## src/sv/itmq_pkg.sv

```systemverilog
`timescale 1ns / 1ps
// Shared types and constants for the I2C transmit message queue.
// No dependencies; compiled first.
package itmq_pkg;

  localparam int BUFFER_BYTES_DEF = 256;
  localparam int MAX_SLOTS_DEF    = 256;

  localparam logic [7:0] SLOT_BYTES_RST  = 8'd16;
  localparam logic [7:0] QUIET_TICKS_RST = 8'd2;

  // config register indexes
  localparam logic CFG_SLOT_BYTES  = 1'b0;
  localparam logic CFG_QUIET_TICKS = 1'b1;

  typedef enum logic [2:0] {
    MODE_APPEND = 3'd0,
    MODE_FORCE  = 3'd1,
    MODE_POLL   = 3'd2,
    MODE_REQ    = 3'd3,
    MODE_STOP   = 3'd4,
    MODE_TICK   = 3'd5,
    MODE_CLEAR  = 3'd6
  } mode_t;

  typedef enum logic [1:0] {
    ST_IDLE,
    ST_READ,
    ST_EXEC
  } ctrl_state_t;

  typedef struct packed {
    logic [2:0] mode;
    logic [7:0] msg_addr;
    logic [7:0] data_byte;
    logic       last_byte;
  } item_t;

  typedef struct packed {
    logic       start_valid;
    logic [7:0] start_addr;
    logic [7:0] start_count;
    logic       tx_valid;
    logic [7:0] tx_byte;
    logic       busy_res;
    logic       queue_empty;
    logic       status;
  } res_t;

  // controller -> datapath
  typedef struct packed {
    logic capture;  // latch the incoming word
    logic rd_en;    // read slot stores, latch products
    logic exec;     // commit state, load result register
  } ctrl_cmd_t;

endpackage

```

## src/sv/itmq_ctrl.sv

```systemverilog
`timescale 1ns / 1ps
// Sequencer for the queue: input/result handshakes and datapath commands.
// Depends on itmq_pkg.
module itmq_ctrl import itmq_pkg::*; (
  input  logic      clk,
  input  logic      rst_n,
  input  logic      in_valid,
  output logic      in_ready,
  output logic      out_valid,
  input  logic      out_ready,
  output ctrl_cmd_t cmd
);

  ctrl_state_t state_r, state_nxt;
  logic        out_valid_r, out_valid_nxt;
  logic        slot_free;

  always_ff @(posedge clk) begin
    if (!rst_n) begin
      state_r     <= ST_IDLE;
      out_valid_r <= 1'b0;
    end else begin
      state_r     <= state_nxt;
      out_valid_r <= out_valid_nxt;
    end
  end

  // result register free this cycle
  assign slot_free = !out_valid_r || out_ready;
  assign out_valid = out_valid_r;

  always_comb begin
    state_nxt     = state_r;
    cmd           = '0;
    in_ready      = 1'b0;
    out_valid_nxt = out_valid_r && !out_ready;
    unique case (state_r)
      ST_IDLE: begin
        in_ready = 1'b1;
        if (in_valid) begin
          cmd.capture = 1'b1;
          state_nxt   = ST_READ;
        end
      end
      ST_READ: begin
        cmd.rd_en = 1'b1;
        state_nxt = ST_EXEC;
      end
      ST_EXEC: begin
        if (slot_free) begin
          cmd.exec      = 1'b1;
          out_valid_nxt = 1'b1;
          in_ready      = 1'b1;
          if (in_valid) begin
            cmd.capture = 1'b1;
            state_nxt   = ST_READ;
          end else begin
            state_nxt = ST_IDLE;
          end
        end
      end
      default: state_nxt = ST_IDLE;
    endcase
  end

endmodule

```

## config.mk

```make
export PLATFORM = sky130hd
export DESIGN_NAME = itmq_ctrl
export DESIGN_NICKNAME = d
export VERILOG_FILES = /design/src/sv/itmq_pkg.sv /design/src/sv/itmq_ctrl.sv
export SDC_FILE = /design/constraint.sdc
export NUM_CORES = 1
export LEC_CHECK = 0
export BUFFER_PORTS_ARGS = -buffer_cell sky130_fd_sc_hd__clkbuf_2
export CAP_MARGIN = 0
export CORE_AREA = 5 5 42 44
export CTS_CLUSTER_DIAMETER = 200
export DETAILED_ROUTE_END_ITERATION = 7
export DIE_AREA = 0 0 47 49
export SKIP_CTS_REPAIR_TIMING = 1
export SLEW_MARGIN = 20
export SYNTH_ARGS = -nofsm -noshare
export SYNTH_HDL_FRONTEND = slang
export SYNTH_SLANG_ARGS = --single-unit
```

## constraint.sdc

```tcl
create_clock -name clk -period 1.12 [get_ports clk]
set_input_delay 0 -clock clk [delete_from_list [all_inputs] [get_ports clk]]
set_output_delay 0 -clock clk [all_outputs]
set_load 0.02 [all_outputs]
```

# Yosys cells after proc, flatten, opt, wreduce, memory -nomap -nowiden
# Index checks and enable logic that the tools add are counted.
# classes
mux	13
eq_ne	4
n_reduce_logical	6
# op_table
op	n
$mux 1	8
$pmux 2 s3	1
$mux 2	2
$ne 2x2->1 const B	2
$pmux 1 s2	2
$eq 2x1->1 const B	1
$eq 2x2->1 const B	1
$logic_not 1->1	2
$logic_not 2->1	1
$reduce_and 2->1	1
$logic_and 1x1->1	1
$logic_or 1x1->1	1
# word_totals
ff_bits	3
input_bits	4
out_inout_bits	5
elab_cells	25

# Logic depth before layout (Yosys ltp)
# depth
ltp_word	4
depth_mapped	2
ltp_nobuf	2

# Worst setup path after synthesis
# No wires, ideal clock.
# synth_path
path_type	register to output
startpoint	register out_valid_r (netlist: out_valid)
endpoint	output cmd[2] in the netlist's numbering
arrival_ps	1113
required_time_ps	1120
path_buffers	0
path_stages_with_launch	3
setup_slack_ps	7
path_cell_list	dfxtp_1 and3b_1 nor3b_1
# synth_rtl
item	line	text
start: declaration	itmq_ctrl.sv:15	logic out_valid_r, out_valid_nxt;
start signal: assignment	itmq_ctrl.sv:24	out_valid_r <= out_valid_nxt;
end: declaration	itmq_ctrl.sv:11	output ctrl_cmd_t cmd

==> flow_summary.yaml <==
outcome:
  status: "completed"
global_route:
  antenna_found_initial: 0
  grt_pass1_vias: 144
  met1_usage_pct: 1.53
  grt_max_degree: 7
  use_met2_pct: 5.43
  grt-ovfl-total: 0
  use_met3_pct: 4.06
  busiest_layer: "met4"
  grt_pass1_wl_um: 496
  grt_use_total_pct: 3.80
timing:
  relSlewSlack_pct: 86.9
  skew_ns: 0.00157
  setup_viol: 0
  tns_ns: 0
  hold_violations: 0
  min_period_ns: 1.09
  drv_slew: 0
  rsz0062_at_grt: "true"
  timing.fmax_mhz: 921
  worstMarginPinSlew_ns: 0.194
  fin_crit_sh_pct: 97.0
setup_path:
  max_stage_delay_ns: 0.33
  crit_required_ns: 1.12
  cp.buffers_inverters: 1
  cp-end-kind: "output pin"
  path_cells: "or2b_4 > nor2b_1 > buf_4"
  critical_path_class: "reg -> out"
  cp_top_family: "simple AND/OR/NAND/NOR gates"
  cp_slowest_cell: "dfxtp_2"
  cp.arrival_ns: 1.09
  path_max_fanout: 4
  startpoint_type: "flip-flop"
route:
  vias: 149
  routed_via_density: 3.47
  ant_nets: 0
  drt_iter0_drc: 0
  dr.pass1.iters: 1
  drc: 0
  wl_per_cell_um: 8.30
  drt-total-wl_um: 357
job:
  maxCapViolations: 0
clock_network:
  h-tree-depth: 1
  insertion_delay_ns: 0.23
  clock-sinks: 3
  cts_made_buffers: 3
  root_buffer: "clkbuf_4"
  cts_buffer_depth: 2
  cts.clk_slew.worst_paths_ns: 0.03
  cts_tree: "done"
power:
  leakage_uw: 0.000120
  p_comb_share_pct: 13.9
  p_sw_uw: 76.8
  swShare_pct: 22.1
  power.share.clock_pct: 52.3
  power.internal_uw: 271
  pwr-share-seq_pct: 33.9
  ir_worst_vdd_uv: 253
  p_total_uw: 348
  p_per_area_nw_per_um2: 1330
yosys:
  ys_types: 13
  synthCells: 15
  yosys_warnings: 0
  syn-cell-area_um2: 160
  syn_area_per_cell_um2: 10.7
  ys_ff_latch: 3
  syn_nets: 19
  yosysSeqAreaShare_pct: 37.5
die:
  die_height_um: 49
  die-area_um2: 2300
  die_x_um: 47
  coreArea_um2: 1400
  io_pins: 9
  initial_core_util_pct: 11.4
  row_count: 14
hold_path:
  hp-class: "in -> reg"
finish:
  layout_common_cells: "clkbuf_2 (6), clkbuf_4 (3), buf_4 (3)"
  drive_above_1_share_pct: 66.7
  syn2layout_area_growth_pct: 63.3
  nets: 32
  final_common_cell: "clkbuf_2"
  antenna_cells: 0
placement:
  port_buffers: 8
  gp_congestion: 0.562
## final cells by class
type	count	area, µm²
fill	174	1140
multi-input combinational	11	101
sequential	3	61.3
timing repair buffer	9	52.6
clock buffer	4	26.3
tap	16	20.0
## synth_stat cells, drive strengths merged
| library cell | n | area (µm²) |
|---|---|---|
| and2b | 1 | 7.51 |
| nor2b | 1 | 6.26 |
| and3b | 1 | 8.76 |
| buf | 1 | 7.51 |
| or2b | 1 | 8.76 |
| dfxtp | 3 | 60.1 |
| nor3b | 1 | 7.51 |
| nand2b | 1 | 6.26 |
| o21a | 1 | 7.51 |
| a21boi | 1 | 7.51 |
| nor2 | 1 | 3.75 |
| and4bb | 1 | 12.5 |
| nor4bb | 1 | 16.3 |
## flip-flops by register name, indices dropped and copies added (netlist names)
| signal | cells |
|---|---|
| state_r | 2 |
| out_valid | 1 |
## through the flow
stage / setup WS, ns / utilization [%] / cells / cell area [µm²] / hold slack (ns)
2_1_floorplan: 0.00719 / - / 15 / 160 / 0.117
3_3_place_gp: 0.213 / 15.2 / 38 / 213 / 0.239
3_5_place_dp: 0.202 / 15.2 / 38 / 213 / 0.245
4_1_cts: -0.0471 / 17.1 / 42 / 239 / 0.00560
5_1_grt: -0.0143 / 18.7 / 43 / 262 / 0.0155
6_report: 0.0337 / 18.7 / 43 / 262 / 0.00730
## final timing paths
kind	start	cells past startpoint	to	slack, ns
setup / recovery	out_valid	3	cmd[0]	0.03
hold / removal	rst_n	2	state_r[1]	0.007
setup reg to reg	state_r[0]	2	state_r[1]	0.19
hold reg to reg	state_r[1]	2	out_valid	0.53
## cells by family after synthesis
| family | count (synthesis) | synth area share (%) |
|---|---|---|
| AOI/OAI and AO/OA | 2 | 9.38 |
| and+or+nand+nor | 9 | 48.4 |
| buffers and inverters | 1 | 4.69 |
| DFF | 3 | 37.5 |
## power groups by stage
stage / clock network [µW] / registers [µW] / logic, µW
after floorplan: 0 / 119 / 28.4
after global placement: 0 / 118 / 43.7
after detailed placement: 0 / 119 / 43.8
after CTS: 191 / 117 / 43.9
after global routing: 196 / 119 / 51.9
final: 182 / 118 / 48.2
## worst reg2reg max path: cells and delay by family, from the launching register on
kind / cells / cell delay (ns)
flops: 1 / 0.41
compound gates: 1 / 0.16
simple gates: 1 / 0.25
## routing by layer
metal	up-vias	share of wire [%]
li1	76	-
met1	69	27
met2	4	57
met3	0	16
met4	0	0
met5	-	0
(Power assumes the default switching activity.)
